## src/min_heap_priority_queue_core_macros.svh

```systemverilog
// assertion macros for the heap priority queue
`ifndef MIN_HEAP_PRIORITY_QUEUE_CORE_MACROS_SVH
`define MIN_HEAP_PRIORITY_QUEUE_CORE_MACROS_SVH
// check that a property holds after reset is released
`define MHPQ_ASSERT(label, prop, msg) \
    label: assert property (@(posedge clk) disable iff (!rst_n) prop) else $error(msg);
`define MHPQ_NEVER(label, cond, msg) \
    label: assert property (@(posedge clk) disable iff (!rst_n) !(cond)) else $error(msg);
`endif

```

## src/mhpq_pkg.sv

```systemverilog
// package for the heap priority queue: sizes, codes, state type
package mhpq_pkg;
    localparam int CAPACITY = 1024;
    localparam int AW = $clog2(CAPACITY);
    localparam int CW = $clog2(CAPACITY + 1);

    localparam logic [1:0] OP_INSERT = 2'd0;
    localparam logic [1:0] OP_REMOVE = 2'd1;
    localparam logic [1:0] OP_QUERY  = 2'd2;
    localparam logic [1:0] OP_UNUSED = 2'd3;

    localparam logic [1:0] ST_OK       = 2'd0;
    localparam logic [1:0] ST_EMPTY    = 2'd1;
    localparam logic [1:0] ST_FULL     = 2'd2;
    localparam logic [1:0] ST_NOTFOUND = 2'd3;

    typedef enum logic [4:0] {
        S_IDLE,
        S_INS_WR,
        S_UP_RDP,
        S_UP_WAIT,
        S_UP_CMP,
        S_SRCH_RD,
        S_SRCH_WAIT,
        S_SRCH_CMP,
        S_RM_RDL,
        S_RM_WAITL,
        S_RM_WR,
        S_DN_RDL,
        S_DN_RDR,
        S_DN_WAIT,
        S_DN_CMP,
        S_Q_RD,
        S_Q_WAIT,
        S_DONE
    } state_t;

    // datapath commands
    typedef struct packed {
        logic       load_in;
        logic       ins_write;
        logic       up_rd_parent;
        logic       up_swap;
        logic       srch_clear;
        logic       srch_rd;
        logic       srch_next;
        logic       rm_rd_last;
        logic       rm_write;
        logic       dn_rd_left;
        logic       dn_rd_right;
        logic       dn_latch_right;
        logic       dn_swap;
        logic       q_rd;
        logic       set_result;
        logic [1:0] result_status;
        logic       result_min;
        logic       result_empty;
    } cmd_t;

    typedef struct packed {
        logic [1:0] op;
        logic       full;
        logic       empty;
        logic       pos_root;
        logic       parent_gt;
        logic       srch_end;
        logic       srch_hit;
        logic       rm_was_last;
        logic       has_left;
        logic       has_right;
        logic       dn_swap_needed;
    } stat_t;
endpackage

```

## src/mhpq_ctrl.sv

```systemverilog
// controller state machine for the heap priority queue
module mhpq_ctrl
    import mhpq_pkg::*;
(
    input  logic   clk,
    input  logic   rst_n,
    input  logic   start,
    input  stat_t  st,
    output cmd_t   cmd,
    output logic   busy,
    output logic   done
);
    state_t state_reg, state_next;

    always_ff @(posedge clk or negedge rst_n)
    begin
        if (!rst_n)
        begin
            state_reg <= S_IDLE;
        end
        else
        begin
            state_reg <= state_next;
        end
    end

    always_comb
    begin
        state_next = state_reg;
        unique case (state_reg)
            S_IDLE:
            begin
                if (start)
                begin
                    state_next = S_DONE;
                    case (st.op)
                        OP_INSERT: state_next = S_INS_WR;
                        OP_REMOVE: state_next = S_SRCH_RD;
                        OP_QUERY:  state_next = S_Q_RD;
                        default:   state_next = S_DONE;
                    endcase
                end
            end
            S_INS_WR:    state_next = st.full ? S_DONE : S_UP_RDP;
            S_UP_RDP:    state_next = st.pos_root ? S_DONE : S_UP_WAIT;
            S_UP_WAIT:   state_next = S_UP_CMP;
            S_UP_CMP:    state_next = st.parent_gt ? S_UP_RDP : S_DONE;
            S_SRCH_RD:   state_next = st.srch_end ? S_DONE : S_SRCH_WAIT;
            S_SRCH_WAIT: state_next = S_SRCH_CMP;
            S_SRCH_CMP:  state_next = st.srch_hit ? S_RM_RDL : S_SRCH_RD;
            S_RM_RDL:    state_next = S_RM_WAITL;
            S_RM_WAITL:  state_next = S_RM_WR;
            S_RM_WR:     state_next = st.rm_was_last ? S_DONE : S_DN_RDL;
            S_DN_RDL:    state_next = st.has_left ? S_DN_RDR : S_UP_RDP;
            S_DN_RDR:    state_next = S_DN_WAIT;
            S_DN_WAIT:   state_next = S_DN_CMP;
            S_DN_CMP:    state_next = st.dn_swap_needed ? S_DN_RDL : S_UP_RDP;
            S_Q_RD:      state_next = st.empty ? S_DONE : S_Q_WAIT;
            S_Q_WAIT:    state_next = S_DONE;
            S_DONE:      state_next = S_IDLE;
            default:     state_next = S_IDLE;
        endcase
    end

    always_comb
    begin
        cmd = '0;
        busy = (state_reg != S_IDLE);
        done = 1'b0;
        unique case (state_reg)
            S_IDLE:
            begin
                cmd.load_in = start;
                cmd.srch_clear = start;
                cmd.set_result = start;
                cmd.result_status = ST_OK;
            end
            S_INS_WR:
            begin
                if (st.full)
                begin
                    cmd.set_result = 1'b1;
                    cmd.result_status = ST_FULL;
                end
                else
                begin
                    cmd.ins_write = 1'b1;
                end
            end
            S_UP_RDP:    cmd.up_rd_parent = !st.pos_root;
            S_UP_CMP:    cmd.up_swap = st.parent_gt;
            S_SRCH_RD:
            begin
                if (st.srch_end)
                begin
                    cmd.set_result = 1'b1;
                    cmd.result_status = ST_NOTFOUND;
                end
                else
                begin
                    cmd.srch_rd = 1'b1;
                end
            end
            S_SRCH_CMP:  cmd.srch_next = !st.srch_hit;
            S_RM_RDL:    cmd.rm_rd_last = 1'b1;
            S_RM_WR:     cmd.rm_write = 1'b1;
            S_DN_RDL:    cmd.dn_rd_left = st.has_left;
            S_DN_RDR:    cmd.dn_rd_right = 1'b1;
            S_DN_WAIT:   cmd.dn_latch_right = 1'b1;
            S_DN_CMP:    cmd.dn_swap = st.dn_swap_needed;
            S_Q_RD:
            begin
                cmd.q_rd = 1'b1;
                if (st.empty)
                begin
                    cmd.set_result = 1'b1;
                    cmd.result_status = ST_EMPTY;
                    cmd.result_empty = 1'b1;
                end
            end
            S_Q_WAIT:    cmd.result_min = 1'b1;
            S_DONE:      done = 1'b1;
            default:     done = 1'b0;
        endcase
    end
endmodule

```

## config.mk

```make
export PLATFORM = sky130hd
export DESIGN_NAME = mhpq_ctrl
export DESIGN_NICKNAME = d
export VERILOG_FILES = /design/src/min_heap_priority_queue_core_macros.svh /design/src/mhpq_pkg.sv /design/src/mhpq_ctrl.sv
export SDC_FILE = /design/constraint.sdc
export NUM_CORES = 1
export LEC_CHECK = 0
export ABC_AREA = 1
export BUFFER_PORTS_ARGS = -buffer_cell sky130_fd_sc_hd__clkbuf_2
export CAP_MARGIN = 20
export CORE_UTILIZATION = 44
export DETAILED_ROUTE_END_ITERATION = 7
export PLACE_DENSITY = 0.79
export SYNTH_ARGS = -nofsm -noshare
export SYNTH_HDL_FRONTEND = slang
export SYNTH_SLANG_ARGS = --single-unit
```

## constraint.sdc

```tcl
create_clock -name clk -period 1.5 [get_ports clk]
set_input_delay 0.225 -clock clk [delete_from_list [all_inputs] [get_ports clk]]
set_output_delay 0.225 -clock clk [all_outputs]
set_load 0.1 [all_outputs]
```

==> results of run 1 <==
through the flow:
stage | TNS (ns) | setup slack, ns
3_3_place_gp | -0.0603 | -0.0603
2_1_floorplan | -3.56 | -1.05
kinds of logic after synthesis:
group	after synthesis	share of synthesized area (%)
simple gates	83	55.3
buf+inv	29	16.6
compound gates	8	5.92
flops	5	18.5
fa+ha+maj	2	3.70
==> results_dict.tcl, run 1 <==
set metrics [dict create \
    synth.top_cell.area_share_pct 18.5 \
    ios 36 \
    synth_edf_count 0 \
    core.rowCount 13 \
    synth_cell_types 13 \
    die_w_um 41.2 \
    syn_nets 144 \
    error "[ERROR DPL-0038] Utilization greater than 100%, impossible to legalize" \
    synth_warnings 0 \
    io_buffers 34 \
    async_flop_share_pct 100 \
    synth_area_sq_um 677 \
    synth_common_cells "nand2_1 (31), nor2_1 (27), inv_1 (25), nand3_1 (15), dfrtp_1 (5)" \
    outcome "stopped before the end" \
    die_h_um 41.2 \
    avgSynthCellArea_sq_um 5.33 \
    synth_area_leaders "dfrtp_1 (18%), nand2_1 (17%), nor2_1 (15%), inv_1 (14%), nand3_1 (11%)" \
    start_util_pct 49.5 \
    yosysTopAreaCell "dfrtp_1" \
    place.gp.congestion 1.02 \
    synth_most_common_cell "nand2_1" \
    haltStage "detailed placement (3_5_place_dp)" \
    yosys_register_bits 5 \
    ys_seq_area_share_pct 18.5 \
    ys.flop_type "dfrtp_1" \
    syn_inst 127 \
]
==> inputs of run 2 (changes only) <==
--- a/config.mk
+++ b/config.mk
@@ -8,9 +8,10 @@
 export ABC_AREA = 1
 export BUFFER_PORTS_ARGS = -buffer_cell sky130_fd_sc_hd__clkbuf_2
 export CAP_MARGIN = 20
-export CORE_UTILIZATION = 44
+export CORE_AREA = 2 2 63 65
 export DETAILED_ROUTE_END_ITERATION = 7
-export PLACE_DENSITY = 0.79
+export DIE_AREA = 0 0 65 67
+export PLACE_DENSITY_LB_ADDON = 0.15
 export SYNTH_ARGS = -nofsm -noshare
 export SYNTH_HDL_FRONTEND = slang
 export SYNTH_SLANG_ARGS = --single-unit
==> results_dict.tcl, run 2 <==
set metrics [dict create \
    outcome "complete, but fails checks" \
    violations "negative setup slack" \
    synth.top_cell.area_share_pct 18.5 \
    hp-start "start" \
    first_pass_iters 4 \
    io_buffers 34 \
    relSlewSlack_pct 84.2 \
    ys.flop_type "dfrtp_1" \
    fin_crit_sh_pct 120 \
    clock_sinks 5 \
    vdd_drop_max_v 0.00141 \
    die_w_um 65 \
    grt_pass1_wl_um 5040 \
    synth_edf_count 0 \
    slew_violations 0 \
    r2r_start "state_reg[1]" \
    nets 228 \
    antenna_left 0 \
    fin_ws_ns -0.303 \
    drc 0 \
    cp-end-kind "output port" \
    largest_register_ffs 5 \
    rsz0062_at_grt "yes" \
    synth_area_leaders "dfrtp_1 (18%), nand2_1 (17%), nor2_1 (15%), inv_1 (14%), nand3_1 (11%)" \
    coreArea_sq_mm 0.00361 \
    cp.required_ns 1.27 \
    h-tree-depth 1 \
    ios 36 \
    vias_per_cell 4.31 \
    rr_endpoint "state_reg[2]" \
    rrSetupSlack_ns -0.05 \
    arrival_ns 1.58 \
    cts_tree "done" \
    rr_worst_depth 9 \
    final_cell_count_no_fill 258 \
    grt_usage_pct 15.2 \
    place_ws_ns -0.125 \
    wirelength_um 3150 \
    fmax_mhz 555 \
    yosysTopAreaCell "dfrtp_1" \
    drive_gt1_share_pct 72.9 \
    finalSetupTns_ns -3.83 \
    clock_latency_ns 0.22 \
    tightest_slew_ns 0.235 \
    avgSynthCellArea_sq_um 5.33 \
    hold_depth 3 \
    start_util_pct 18.8 \
    worstPathMaxFanout 4 \
    synth_area_sq_um 677 \
    power.leakage_nw 0.934 \
    layout_commonest_cell "buf_4" \
    fin_crit_ns 1.80 \
    grt_overflow 0 \
    place.gp.congestion 0.864 \
    wl_per_cell_um 12.2 \
    cp-start-kind "flip-flop" \
    syn_nets 144 \
    core.rowCount 22 \
    place_inst 234 \
    clockBufferDepth 2 \
    synth_cell_types 13 \
    die_h_um 67 \
    syn_inst 127 \
    clk_pin_slew_ns 0.04 \
    final_cell_mix "buf_4 (26), buf_12 (22), nor2_4 (21)" \
    synth_most_common_cell "nand2_1" \
    worstSetupPathType "reg2out" \
    skew_ns 0.00309 \
    yosys_register_bits 5 \
    vias 1113 \
    synth_common_cells "nand2_1 (31), nor2_1 (27), inv_1 (25), nand3_1 (15), dfrtp_1 (5)" \
    setup_viol 24 \
    cts_made_buffers 3 \
    ys_seq_area_share_pct 18.5 \
    whs_endpoint "state_reg[4]" \
    hp-class "in2reg" \
    grt_pass1_vias 1167 \
    areaGrowthSynthToFinish_pct 205 \
    num_antenna_cells 0 \
    hold_violations 0 \
    antenna_found_initial 0 \
    async_flop_share_pct 100 \
    drtIter0Drc 27 \
    root_buffer "clkbuf_8" \
    p_per_area_mw_per_mm2 2090 \
    synth_warnings 0 \
    cap_violations 0 \
    dieArea_sq_mm 0.00436 \
    dp_hpwl_um 2310 \
    grt_max_degree 6 \
]
-- run 2: cell counts after synthesis --
No cell type changed its count.
-- run 2: cell families after synthesis --
kind of cell | after synthesis | synth area share, %
flops | 5 | 18.5
simple gates | 83 | 55.3
fa+ha+maj | 2 | 3.70
compound gates | 8 | 5.92
buf+inv | 29 | 16.6
-- run 2: how the worst max path moves through the flow --
stage,slack [ns],start,end
after floorplan,-1.05,state_reg[0],cmd[4]
after global placement,-0.11,state_reg[0],cmd[4]
after detailed placement,-0.12,state_reg[0],cmd[4]
after CTS,-0.26,state_reg[0],cmd[4]
after global routing,-0.37,state_reg[1],cmd[13]
final,-0.30,state_reg[1],cmd[13]
-- run 2: area by class of cell --
type	count	area, sq um
clock buffers	4	45.0
fillers	312	1540
inverters	28	151
multi-input cells	93	762
flip-flops and latches	5	130
well taps	48	60.1
repair buffers	80	913
-- run 2: per-layer routing --
layer	wire (um)	global-route usage (%)	vias up	part of all wire (%)
met5	0	0	-	0
met2	1750	29.4	36	56
li1	-	-	552	-
met1	1120	15.6	516	36
met4	91	8.51	0	2.9
met3	178	2.20	9	5.7
-- run 2: worst max-delay path, stage by stage (launching register included) --
cell and delay (ns):
dfrtp_2 0.44, inv_2 0.10, nand2_4 0.06, nor2_4 0.18, buf_6 0.13, nand3b_1 0.15, clkinvlp_4 0.13, buf_12 0.17
-- run 2: metrics by stage --
stage / power [mW] / area (sq um) / utilization, % / hold WS, ns
6_report: 4.32 / 2060 / 57.2 / 0.325
4_1_cts: 3.92 / 1890 / 52.5 / 0.321
5_1_grt: 4.54 / 2060 / 57.2 / 0.338
3_5_place_dp: 3.10 / 1560 / 43.1 / 0.0431
2_1_floorplan: 1.97 / 822 / - / -0.0706
3_3_place_gp: 3.08 / 1560 / 43.1 / 0.0421
-- run 2: report_power, final --
| group | internal, mW | switching (mW) | leakage, nW | total, mW |
|---|---|---|---|---|
| Combinational | 1.59 | 2.15 | 0.852 | 3.74 |
| Clock | 0.182 | 0.0641 | 0.0228 | 0.246 |
| Sequential | 0.208 | 0.120 | 0.0593 | 0.328 |
| Total | 1.98 | 2.33 | 0.934 | 4.32 |
-- run 2: repair_timing --
item,in CTS,in global routing
pin swaps,21,27
hold buffers,1,0
hold endpoints to repair,5,0
buffers inserted,13,11
setup endpoints to repair,25,26
resized for setup,52,35
Power figures use the tool's default switching activity.
